## src/design/mfp_pkg.sv

```systemverilog
`default_nettype none
package mfp_pkg;

  typedef enum logic [2:0] {
    CMD_READ  = 3'd0,
    CMD_WRITE = 3'd1,
    CMD_INPUT = 3'd2,
    CMD_IRQ   = 3'd3,
    CMD_ACK   = 3'd4
  } cmd_e;

  localparam logic [5:0] OFF_GPIP = 6'h01;
  localparam logic [5:0] OFF_AER  = 6'h03;
  localparam logic [5:0] OFF_DDR  = 6'h05;
  localparam logic [5:0] OFF_IERA = 6'h07;
  localparam logic [5:0] OFF_IERB = 6'h09;
  localparam logic [5:0] OFF_IPRA = 6'h0B;
  localparam logic [5:0] OFF_IPRB = 6'h0D;
  localparam logic [5:0] OFF_ISRA = 6'h0F;
  localparam logic [5:0] OFF_ISRB = 6'h11;
  localparam logic [5:0] OFF_IMRA = 6'h13;
  localparam logic [5:0] OFF_IMRB = 6'h15;
  localparam logic [5:0] OFF_VR   = 6'h17;
  localparam logic [5:0] OFF_TACR = 6'h19;
  localparam logic [5:0] OFF_TBCR = 6'h1B;
  localparam logic [5:0] OFF_TCDCR = 6'h1D;
  localparam logic [5:0] OFF_TADR = 6'h1F;
  localparam logic [5:0] OFF_TBDR = 6'h21;
  localparam logic [5:0] OFF_TCDR = 6'h23;
  localparam logic [5:0] OFF_TDDR = 6'h25;
  localparam logic [5:0] OFF_TSR  = 6'h2D;

  localparam logic [7:0] IPRA_READ = 8'h20;
  localparam logic [7:0] TSR_READ  = 8'h80;
  localparam logic [7:0] GPIP_HIDE = 8'h21;
  localparam logic [3:0] TIMER_C_LEVEL = 4'd5;

  typedef struct packed {
    logic [2:0] command;
    logic [5:0] reg_offset;
    logic [7:0] write_data;
    logic [7:0] gpip_mask;
    logic [3:0] irq_level;
    logic [7:0] irq_count;
    logic       printer_busy;
  } item_t;

  typedef struct packed {
    logic [7:0] read_data;
    logic [7:0] vector;
    logic       irq_line;
  } result_t;

  // input line to interrupt level
  function automatic logic [3:0] line_level(input logic [2:0] j);
    logic [3:0] r;
    case (j)
      3'd0: r = 4'd0;
      3'd1: r = 4'd1;
      3'd2: r = 4'd2;
      3'd3: r = 4'd3;
      3'd4: r = 4'd6;
      3'd5: r = 4'd7;
      3'd6: r = 4'd14;
      default: r = 4'd15;
    endcase
    return r;
  endfunction

endpackage
`default_nettype wire

```

## src/design/mfp_if.sv

```systemverilog
`default_nettype none
interface mfp_in_if;
  import mfp_pkg::*;
  logic       valid;
  logic       ready;
  logic [2:0] command;
  logic [5:0] reg_offset;
  logic [7:0] write_data;
  logic [7:0] gpip_mask;
  logic [3:0] irq_level;
  logic [7:0] irq_count;
  logic       printer_busy;
  modport source (output valid, command, reg_offset, write_data, gpip_mask, irq_level,
                  irq_count, printer_busy, input ready);
  modport sink (input valid, command, reg_offset, write_data, gpip_mask, irq_level,
                irq_count, printer_busy, output ready);
endinterface

interface mfp_out_if;
  logic       valid;
  logic       ready;
  logic [7:0] read_data;
  logic [7:0] vector;
  logic       irq_line;
  modport source (output valid, read_data, vector, irq_line, input ready);
  modport sink (input valid, read_data, vector, irq_line, output ready);
endinterface
`default_nettype wire

```

## src/design/mfp_core.sv

```systemverilog
`default_nettype none
module mfp_core import mfp_pkg::*; (
  input  wire logic    clk_i,
  input  wire logic    rst_ni,
  input  wire logic    fire_i,
  input  wire item_t   item_i,
  output result_t      res_o
);

  logic [7:0]  inl_q, inl_d, pdr_q, pdr_d, aer_q, aer_d, ddr_q, ddr_d, vr_q, vr_d;
  logic [15:0] ier_q, ier_d, ipr_q, ipr_d, isr_q, isr_d, imr_q, imr_d;
  logic [15:0] tcr_q, tcr_d;
  logic        line_q, line_d;
  logic [3:0]  ctl_q [4];
  logic [3:0]  ctl_d [4];
  logic [3:0]  flg_q, flg_d;
  logic [7:0]  start_q [4];
  logic [7:0]  start_d [4];
  logic [7:0]  cur_q [4];
  logic [7:0]  cur_d [4];

  logic [15:0] req, en_req, newp, active, top_bit;
  logic [7:0]  old_pdr, m, chg, v;
  logic [7:0]  rd;
  logic [7:0]  vec;
  logic [3:0]  top_lvl;
  logic        found;
  logic [16:0] csum;
  logic [1:0]  t;

  always_comb begin
    inl_d = inl_q; pdr_d = pdr_q; aer_d = aer_q; ddr_d = ddr_q; vr_d = vr_q;
    ier_d = ier_q; ipr_d = ipr_q; isr_d = isr_q; imr_d = imr_q; tcr_d = tcr_q;
    line_d = line_q; flg_d = flg_q;
    ctl_d = ctl_q; start_d = start_q; cur_d = cur_q;
    req = '0; rd = '0; vec = '0; old_pdr = pdr_q; m = '0; chg = '0;
    v = item_i.write_data;
    csum = '0; t = '0;
    active = ipr_q & imr_q;
    found = 1'b0; top_lvl = '0; top_bit = '0;
    for (int i = 0; i < 16; i++) begin
      if (active[i]) begin
        found = 1'b1;
        top_lvl = 4'(i);
      end
    end
    top_bit = 16'(1) << top_lvl;

    case (item_i.command)
      CMD_READ: begin
        unique case (item_i.reg_offset)
          OFF_GPIP: rd = (pdr_q & ~GPIP_HIDE) | {7'd0, item_i.printer_busy};
          OFF_AER:  rd = aer_q;
          OFF_DDR:  rd = ddr_q;
          OFF_IERA: rd = ier_q[15:8];
          OFF_IERB: rd = ier_q[7:0];
          OFF_IPRA: rd = IPRA_READ;
          OFF_IPRB: rd = ipr_q[7:0];
          OFF_ISRA: rd = isr_q[15:8];
          OFF_ISRB: rd = isr_q[7:0];
          OFF_IMRA: rd = imr_q[15:8];
          OFF_IMRB: rd = imr_q[7:0];
          OFF_VR:   rd = vr_q;
          OFF_TACR: rd = {2'd0, flg_q[0], 1'b0, ctl_q[0]};
          OFF_TBCR: rd = {2'd0, flg_q[1], 1'b0, ctl_q[1]};
          OFF_TCDCR: rd = {ctl_q[2][3:2], ctl_q[2][1] | flg_q[3], ctl_q[2][0], ctl_q[3]};
          OFF_TADR, OFF_TBDR, OFF_TCDR, OFF_TDDR: begin
            t = 2'(item_i.reg_offset[4:1] - 4'hF);
            if (ctl_q[t] != '0 && cur_q[t] > 8'd2) cur_d[t] = cur_q[t] - 8'd1;
            rd = cur_d[t];
          end
          OFF_TSR:  rd = TSR_READ;
          default:  rd = '0;
        endcase
      end
      CMD_WRITE: begin
        unique case (item_i.reg_offset)
          OFF_GPIP: pdr_d = (pdr_q & ~ddr_q) | (v & ddr_q);
          OFF_AER: begin
            for (int j = 0; j < 8; j++) begin
              if ((aer_q[j] ^ v[j]) && !ddr_q[j] && (aer_q[j] != inl_q[j]))
                req[line_level(3'(j))] = 1'b1;
            end
            aer_d = v;
          end
          OFF_DDR: begin
            ddr_d = v;
            pdr_d = (pdr_q & v) | (inl_q & ~v);
          end
          OFF_IERA: begin
            ier_d = {v, ier_q[7:0]};
            ipr_d = ipr_q & ier_d;
          end
          OFF_IERB: begin
            ier_d = {ier_q[15:8], v};
            ipr_d = ipr_q & ier_d;
          end
          OFF_IPRA: begin
            ipr_d = ipr_q & {v, 8'hFF};
            if ((ipr_d & imr_q) == '0) line_d = 1'b0;
          end
          OFF_IPRB: begin
            ipr_d = ipr_q & {8'hFF, v};
            if ((ipr_d & imr_q) == '0) line_d = 1'b0;
          end
          OFF_ISRA: begin
            isr_d = isr_q & {v, 8'hFF};
            if (active != '0) line_d = 1'b1;
          end
          OFF_ISRB: begin
            isr_d = isr_q & {8'hFF, v};
            if (active != '0) line_d = 1'b1;
          end
          OFF_IMRA: begin
            imr_d = {v, imr_q[7:0]};
            line_d = (ipr_q & imr_d) != '0;
          end
          OFF_IMRB: begin
            imr_d = {imr_q[15:8], v};
            line_d = (ipr_q & imr_d) != '0;
          end
          OFF_VR: begin
            vr_d = v;
            if (!v[3]) begin
              isr_d = '0;
              line_d = active != '0;
            end
          end
          OFF_TACR: begin
            ctl_d[0] = v[3:0];
            if (v[4]) flg_d[0] = 1'b0;
          end
          OFF_TBCR: begin
            ctl_d[1] = v[3:0];
            if (v[4]) flg_d[1] = 1'b0;
          end
          OFF_TCDCR: begin
            ctl_d[2] = v[7:4];
            ctl_d[3] = v[3:0];
          end
          OFF_TADR, OFF_TBDR, OFF_TCDR, OFF_TDDR: begin
            t = 2'(item_i.reg_offset[4:1] - 4'hF);
            start_d[t] = v;
            if (ctl_q[t] == '0) cur_d[t] = v;
          end
          default: ;
        endcase
      end
      CMD_INPUT: begin
        m = item_i.gpip_mask;
        inl_d = (inl_q & ~m) | (v & m);
        m = m & ~ddr_q;
        pdr_d = (pdr_q & ~m) | (v & m);
        chg = old_pdr ^ pdr_d;
        for (int j = 0; j < 8; j++) begin
          if (chg[j] && (aer_q[j] ? !old_pdr[j] : !pdr_d[j]))
            req[line_level(3'(j))] = 1'b1;
        end
      end
      CMD_IRQ: begin
        // timer c restarts whether or not its level is enabled
        if (item_i.irq_level == TIMER_C_LEVEL && ctl_q[2] != '0) begin
          flg_d[2] = 1'b1;
          cur_d[2] = start_q[2];
        end
        req[item_i.irq_level] = 1'b1;
        if (item_i.irq_level == TIMER_C_LEVEL && ier_q[TIMER_C_LEVEL]) begin
          csum = {1'b0, tcr_q} + {9'd0, item_i.irq_count};
          tcr_d = csum[16] ? 16'hFFFF : csum[15:0];
        end
      end
      CMD_ACK: begin
        if (!found || isr_q >= top_bit) begin
          line_d = 1'b0;
        end else begin
          vec = {vr_q[7:4], top_lvl};
          if (top_lvl == TIMER_C_LEVEL && tcr_q != '0) tcr_d = tcr_q - 16'd1;
          if (top_lvl != TIMER_C_LEVEL || tcr_d == '0) begin
            ipr_d = ipr_q & ~top_bit;
            line_d = 1'b0;
          end
          if (vr_q[3]) isr_d = isr_q | top_bit;
          else if ((ipr_d & imr_q) != '0) line_d = 1'b1;
        end
      end
      default: ;
    endcase

    // requests from input edges, edge register writes or the request command, all on distinct levels
    en_req = req & ier_q;
    newp = en_req & ~ipr_q;
    ipr_d = ipr_d | en_req;
    for (int b = 0; b < 16; b++) begin
      if (newp[b] && imr_q[b] && !(isr_q > (16'(1) << b))) line_d = 1'b1;
    end
  end

  assign res_o = '{read_data: rd, vector: vec, irq_line: line_d};

  always_ff @(posedge clk_i or negedge rst_ni) begin
    if (!rst_ni) begin
      inl_q <= 8'hFF; pdr_q <= 8'hFF; aer_q <= '0; ddr_q <= '0; vr_q <= '0;
      ier_q <= '0; ipr_q <= '0; isr_q <= '0; imr_q <= '0; tcr_q <= '0;
      line_q <= 1'b0; flg_q <= '0;
      for (int i = 0; i < 4; i++) begin
        ctl_q[i] <= '0; start_q[i] <= '0; cur_q[i] <= '0;
      end
    end else if (fire_i) begin
      inl_q <= inl_d; pdr_q <= pdr_d; aer_q <= aer_d; ddr_q <= ddr_d; vr_q <= vr_d;
      ier_q <= ier_d; ipr_q <= ipr_d; isr_q <= isr_d; imr_q <= imr_d; tcr_q <= tcr_d;
      line_q <= line_d; flg_q <= flg_d;
      ctl_q <= ctl_d; start_q <= start_d; cur_q <= cur_d;
    end
  end

endmodule
`default_nettype wire

```

## src/design/mfp_interrupt_and_port_controller_unit.sv

```systemverilog
// channel  | dir | handshake   | payload
// in_i     | in  | valid/ready | command, reg_offset, write_data, gpip_mask, irq_level,
//          |     |             | irq_count, printer_busy
// out_o    | out | valid/ready | read_data, vector, irq_line
// an item is captured in the input register, processed against the register file
// and its result lands in the output register; one item per cycle is sustained
// while the output does not stall. reset clears both valid flags and core state,
// not item_q or res_q. a stalled output holds the input register, dropping in_i.ready.
`default_nettype none
module mfp_interrupt_and_port_controller_unit import mfp_pkg::*; (
  input wire logic clk_i,
  input wire logic rst_ni,
  mfp_in_if.sink   in_i,
  mfp_out_if.source out_o
);

  logic    in_valid_q, out_valid_q, fire;
  item_t   item_q;
  result_t res, res_q;

  assign fire = in_valid_q && (!out_valid_q || out_o.ready);
  assign in_i.ready = !in_valid_q || fire;

  always_ff @(posedge clk_i or negedge rst_ni) begin
    if (!rst_ni) begin
      in_valid_q <= 1'b0;
      out_valid_q <= 1'b0;
    end else begin
      if (in_i.ready) in_valid_q <= in_i.valid;
      if (fire) out_valid_q <= 1'b1;
      else if (out_o.ready) out_valid_q <= 1'b0;
    end
  end

  always_ff @(posedge clk_i) begin
    if (in_i.ready && in_i.valid) begin
      item_q <= '{command: in_i.command, reg_offset: in_i.reg_offset,
                  write_data: in_i.write_data, gpip_mask: in_i.gpip_mask,
                  irq_level: in_i.irq_level, irq_count: in_i.irq_count,
                  printer_busy: in_i.printer_busy};
    end
    if (fire) res_q <= res;
  end

  mfp_core u_core (
    .clk_i  (clk_i),
    .rst_ni (rst_ni),
    .fire_i (fire),
    .item_i (item_q),
    .res_o  (res)
  );

  assign out_o.valid     = out_valid_q;
  assign out_o.read_data = res_q.read_data;
  assign out_o.vector    = res_q.vector;
  assign out_o.irq_line  = res_q.irq_line;

endmodule
`default_nettype wire

```

## src/flat_wrapper.sv

```systemverilog
// flat-port wrapper written by rule: the top's interface ports become plain ports
module mfp_interrupt_and_port_controller_unit_flat import mfp_pkg::*;
  (clk_i, rst_ni, in_i_valid, in_i_command, in_i_reg_offset, in_i_write_data, in_i_gpip_mask, in_i_irq_level, in_i_irq_count, in_i_printer_busy, in_i_ready, out_o_valid, out_o_read_data, out_o_vector, out_o_irq_line, out_o_ready);
  mfp_in_if in_i_i ();
  mfp_out_if out_o_i ();
  input wire logic clk_i;
  input wire logic rst_ni;
  input wire logic [$bits(in_i_i.valid)-1:0] in_i_valid;
  input wire logic [$bits(in_i_i.command)-1:0] in_i_command;
  input wire logic [$bits(in_i_i.reg_offset)-1:0] in_i_reg_offset;
  input wire logic [$bits(in_i_i.write_data)-1:0] in_i_write_data;
  input wire logic [$bits(in_i_i.gpip_mask)-1:0] in_i_gpip_mask;
  input wire logic [$bits(in_i_i.irq_level)-1:0] in_i_irq_level;
  input wire logic [$bits(in_i_i.irq_count)-1:0] in_i_irq_count;
  input wire logic [$bits(in_i_i.printer_busy)-1:0] in_i_printer_busy;
  output wire logic [$bits(in_i_i.ready)-1:0] in_i_ready;
  output wire logic [$bits(out_o_i.valid)-1:0] out_o_valid;
  output wire logic [$bits(out_o_i.read_data)-1:0] out_o_read_data;
  output wire logic [$bits(out_o_i.vector)-1:0] out_o_vector;
  output wire logic [$bits(out_o_i.irq_line)-1:0] out_o_irq_line;
  input wire logic [$bits(out_o_i.ready)-1:0] out_o_ready;
  assign in_i_i.valid = in_i_valid;
  assign in_i_i.command = in_i_command;
  assign in_i_i.reg_offset = in_i_reg_offset;
  assign in_i_i.write_data = in_i_write_data;
  assign in_i_i.gpip_mask = in_i_gpip_mask;
  assign in_i_i.irq_level = in_i_irq_level;
  assign in_i_i.irq_count = in_i_irq_count;
  assign in_i_i.printer_busy = in_i_printer_busy;
  assign in_i_ready = in_i_i.ready;
  assign out_o_valid = out_o_i.valid;
  assign out_o_read_data = out_o_i.read_data;
  assign out_o_vector = out_o_i.vector;
  assign out_o_irq_line = out_o_i.irq_line;
  assign out_o_i.ready = out_o_ready;
  mfp_interrupt_and_port_controller_unit u_core (.clk_i(clk_i), .rst_ni(rst_ni), .in_i(in_i_i), .out_o(out_o_i));
endmodule
```

## config.mk

```make
export PLATFORM = sky130hd
export DESIGN_NAME = mfp_interrupt_and_port_controller_unit_flat
export DESIGN_NICKNAME = d
export VERILOG_FILES = /design/src/design/mfp_pkg.sv /design/src/design/mfp_if.sv /design/src/design/mfp_core.sv /design/src/design/mfp_interrupt_and_port_controller_unit.sv /design/src/flat_wrapper.sv
export SDC_FILE = /design/constraint.sdc
export NUM_CORES = 1
export LEC_CHECK = 0
export CAP_MARGIN = 20
export CORE_ASPECT_RATIO = 0.6
export CORE_UTILIZATION = 60
export CTS_BUF_LIST = sky130_fd_sc_hd__clkbuf_4 sky130_fd_sc_hd__clkbuf_8
export CTS_CLUSTER_SIZE = 24
export DETAILED_ROUTE_END_ITERATION = 7
export DONT_BUFFER_PORTS = 1
export MAX_ROUTING_LAYER = met4
export PLACE_DENSITY = 0.76
export REMOVE_ABC_BUFFERS = 1
export SLEW_MARGIN = 20
export SYNTH_ARGS = -nofsm -noshare
export SYNTH_HDL_FRONTEND = slang
export SYNTH_SLANG_ARGS = --single-unit
```

## constraint.sdc

```tcl
create_clock -name clk_i -period 10.1 [get_ports clk_i]
set_clock_uncertainty 0.2 [all_clocks]
set_input_delay 1.01 -clock clk_i [delete_from_list [all_inputs] [get_ports clk_i]]
set_output_delay 1.01 -clock clk_i [all_outputs]
set_load 0.01 [all_outputs]
```

==> out/metrics.yaml <==
run_status:
  status: "finished, violations left"
  failed_checks: "DRC"
timing:
  rsz0062_at_grt: "false"
  setup_viol_count_final: 0
  period_share_pct: 57.4
  fmax_mhz: 172
  slew_violations: 0
  slew_headroom_pct: 22.6
  finalCriticalPeriod_ns: 5.80
  finalHoldViolations: 0
  tns_ns: 0
  worst_slew_pin_slew_ns: 1.16
  holdWs_ns: 0.0842
clock_network:
  post_cts_buffers: 0
  cts-buffers-inserted: 37
  cts-root-buf: "clkbuf_8"
  cts_tree: "done"
  clock_latency_ns: 0.57
  h-tree-depth: 2
  ctsLongestPathBuffers: 3
  clk_pin_slew_worst_paths_ns: 0.07
  clkSinkCount: 234
setup_path:
  cp-start-kind: "flip-flop"
  end_kind: "flip-flop"
  reg2reg_to: "u_core.out_o.read_data[7]$_SDFFCE_PP0P_"
  reg2reg_slack_ns: 4.30
  worstRegToRegCells: 15
  cp.required_ns: 10.22
  cp_max_fo: 39
  path_class: "reg2reg"
  crit_arrival_ns: 5.92
  r2r_start: "u_core.item_q[30]$_DFFE_PP_"
route:
  drt_first_pass_iters: 8
  drtAntennaViolNets: 0
  drtIter0Drc: 2786
  drt_wl_total_um: 58400
  vias_per_cell: 7.60
  avgRoutedWirePerCell_um: 29.7
  vias: 14900
  drc_errors: 8
synth:
  netlist_area_mm2: 0.0153
  yosysWarnings: 0
  syn-instance-count: 1643
  synth_edf_count: 55
  async_flop_share_pct: 76.5
  syn_avg_cell_area_um2: 9.31
  synthDistinctLibCells: 88
  yosysSeqAreaShare_pct: 40.2
  synth-seq-cells: 234
  ys.flop_type: "dfrtp_1"
die:
  die_h_um: 126
  die_area_mm2: 0.0262
  coreArea_mm2: 0.0246
  pin_count: 61
  die_w_um: 208
  num_rows: 44
  initial_core_util_pct: 62.2
pwr:
  leakage_nw: 6.56
  power_density_mw_per_mm2: 157
  ir_drop_v: 0.000160
worst_hold_path:
  hold_class: "in2async"
global_route:
  gr-total-overflow: 0
  antenna_found_initial: 0
  grt_use_total_pct: 46.2
  grt_pass1_wl_um: 87800
  grt_pass1_vias: 13900
  grt_max_degree: 164
place:
  io_buffers: 0
  gp_congestion: 1.15
  dpl.hpwl_um: 40700
job:
  max-cap-violations: 0
finish:
  fillers: 1986
  area_delta_synth_final_pct: 7.33
  drive_gt1_share_pct: 15.1
  nNetsFinal: 1706
  num_antenna_cells: 0
-- sequential cells by signal, summed over array words and instances, names as in the netlist, 16 cells and up, named ones only --
signal and cells:
u_core.item_q 38, u_core.u_core.cur_q 32, u_core.u_core.ctl_q 16, u_core.u_core.ier_q 16, u_core.u_core.imr_q 16, u_core.u_core.ipr_q 16, u_core.u_core.isr_q 16, u_core.u_core.tcr_q 16
-- stage by stage --
stage,setup WS (ns),instances,instance area [um^2],utilization (%),total power [mW]
4_1_cts,4.48,1963,16400,66.7,2.53
6_report,4.30,1963,16400,66.7,2.57
2_1_floorplan,4.72,1548,14900,-,1.39
3_3_place_gp,4.48,1897,15500,63.1,1.55
3_5_place_dp,4.47,1897,15500,63.1,1.56
5_1_grt,4.09,1963,16400,66.7,2.64
-- worst max-delay path, stage by stage, from the launching register on --
cell,delay [ns]
edfxtp_1,0.33
buf_4,0.55
clkinv_1,0.54
ha_1,0.46
buf_4,0.36
mux4_2,0.45
inv_1,0.09
ha_1,0.18
inv_1,0.05
a211oi_1,0.08
a22oi_1,0.72
and2_0,0.71
inv_1,0.23
nor2_1,0.17
o22ai_1,0.10
a221o_1,0.30
-- final cells by class --
cell class / count / area, um^2 / share of cell area, %
multi-input cells: 1258 / 8580 / 52.2
flip-flops and latches: 234 / 6150 / 37.5
clock buffers: 53 / 661 / 4.02
well taps: 322 / 403 / 2.45
repair buffers: 28 / 230 / 1.40
inverters: 56 / 210 / 1.28
clock inverters: 12 / 186 / 1.14
-- synthesized netlist by cell type, drive strengths merged (7+ instances only) --
library cell / instances / area share [%]
a211oi: 18 / 0.95
a21oi: 110 / 3.6
a221o: 7 / 0.46
a221oi: 25 / 1.4
a22o: 19 / 1.1
a22oi: 21 / 1.0
a31oi: 46 / 2.0
and2: 17 / 0.70
and3: 24 / 1.0
and3b: 8 / 0.46
buf: 14 / 0.50
clkbuf: 81 / 2.0
dfrtp: 163 / 27
dfstp: 16 / 2.7
edfxtp: 55 / 11
ha: 48 / 3.9
inv: 54 / 1.3
mux2: 86 / 6.3
mux2i: 20 / 1.3
mux4: 14 / 2.1
nand2: 145 / 3.6
nand2b: 12 / 0.49
nand3: 63 / 2.1
nand3b: 10 / 0.49
nand4: 17 / 0.70
nor2: 116 / 2.8
nor2b: 17 / 0.70
nor3: 44 / 1.4
nor3b: 13 / 0.64
nor4: 10 / 0.41
nor4b: 8 / 0.50
o211ai: 26 / 1.3
o21a: 8 / 0.39
o21ai: 121 / 4.0
o22a: 16 / 0.92
o22ai: 26 / 1.1
o31ai: 8 / 0.39
o41ai: 7 / 0.40
or2: 11 / 0.45
or4: 9 / 0.49
-- power by group --
group          internal [mW]  total [mW]  leakage (nW)  switching [mW]
clock network          0.551       0.969         0.446           0.419
logic                  0.142       0.429          3.21           0.287
registers               1.04        1.17          2.90           0.128
-- worst max-delay path by stage --
stage | startpoint | slack, ns | end | depth (start not counted)
after global placement | u_core.item_q[30]$_DFFE_PP_ | 4.48 | u_core.out_o.read_data[7]$_SDFFCE_PP0P_ | 15
after CTS | u_core.item_q[30]$_DFFE_PP_ | 4.48 | u_core.out_o.read_data[2]$_SDFFCE_PP0P_ | 15
final | u_core.item_q[30]$_DFFE_PP_ | 4.30 | u_core.out_o.read_data[7]$_SDFFCE_PP0P_ | 15
after global routing | u_core.item_q[30]$_DFFE_PP_ | 4.09 | u_core.out_o.read_data[4]$_SDFFCE_PP0P_ | 16
after floorplan | u_core.item_q[30]$_DFFE_PP_ | 4.72 | u_core.out_o.read_data[7]$_SDFFCE_PP0P_ | 12
after detailed placement | u_core.item_q[30]$_DFFE_PP_ | 4.47 | u_core.out_o.read_data[2]$_SDFFCE_PP0P_ | 15
-- layout by cell type (no fill, tap or decap), types with 10 or more instances in the layout --
master	Yosys	routed
o211ai_1	25	25
nand2b_1	12	12
a211oi_1	16	16
a22oi_1	21	21
dfstp_2	16	16
edfxtp_1	55	55
clkbuf_4	0	11
o21ai_0	117	117
ha_1	48	48
nand4_1	17	17
nor3b_1	13	12
a31oi_1	45	45
nor3_1	44	43
nor2_1	116	116
nand2_1	144	144
mux4_2	14	14
a22o_1	19	19
and2_1	15	14
nand3b_1	10	10
o22a_1	16	16
inv_1	54	54
nand3_1	62	62
or2_2	11	11
mux2i_1	20	20
mux2_2	86	86
and3_1	22	22
a221oi_1	25	25
buf_4	0	27
dfrtp_1	163	163
a21oi_1	110	110
nor2b_1	17	17
o22ai_1	26	26
clkbuf_8	0	42
nor4_1	10	10
-- logic make-up after synthesis --
family                     synth area share, %
adders and majority gates                 4.06
xor gates and xnor gates                 0.687
DFF                                       40.2
buffers and inverters                     3.86
and+or+nand+nor                           18.3
AOI/OAI and AO/OA                         23.2
muxes                                     9.70
-- what timing repair did --
action | 4_1_cts | 5_1_grt
hold buffers | 1 | 0
hold endpoints to repair | 163 | 0
resized for setup | 0 | 0
-- per-layer routing --
| metal | vias to the layer above | share of wire [%] | track usage [%] |
|---|---|---|---|
| li1 | 6225 | - | - |
| met1 | 7160 | 41 | 66.4 |
| met2 | 1303 | 38 | 57.7 |
| met3 | 233 | 18 | 19.2 |
| met4 | 0 | 3.4 | 14.4 |
| met5 | - | 0 | - |
(Power assumes the default switching activity.)
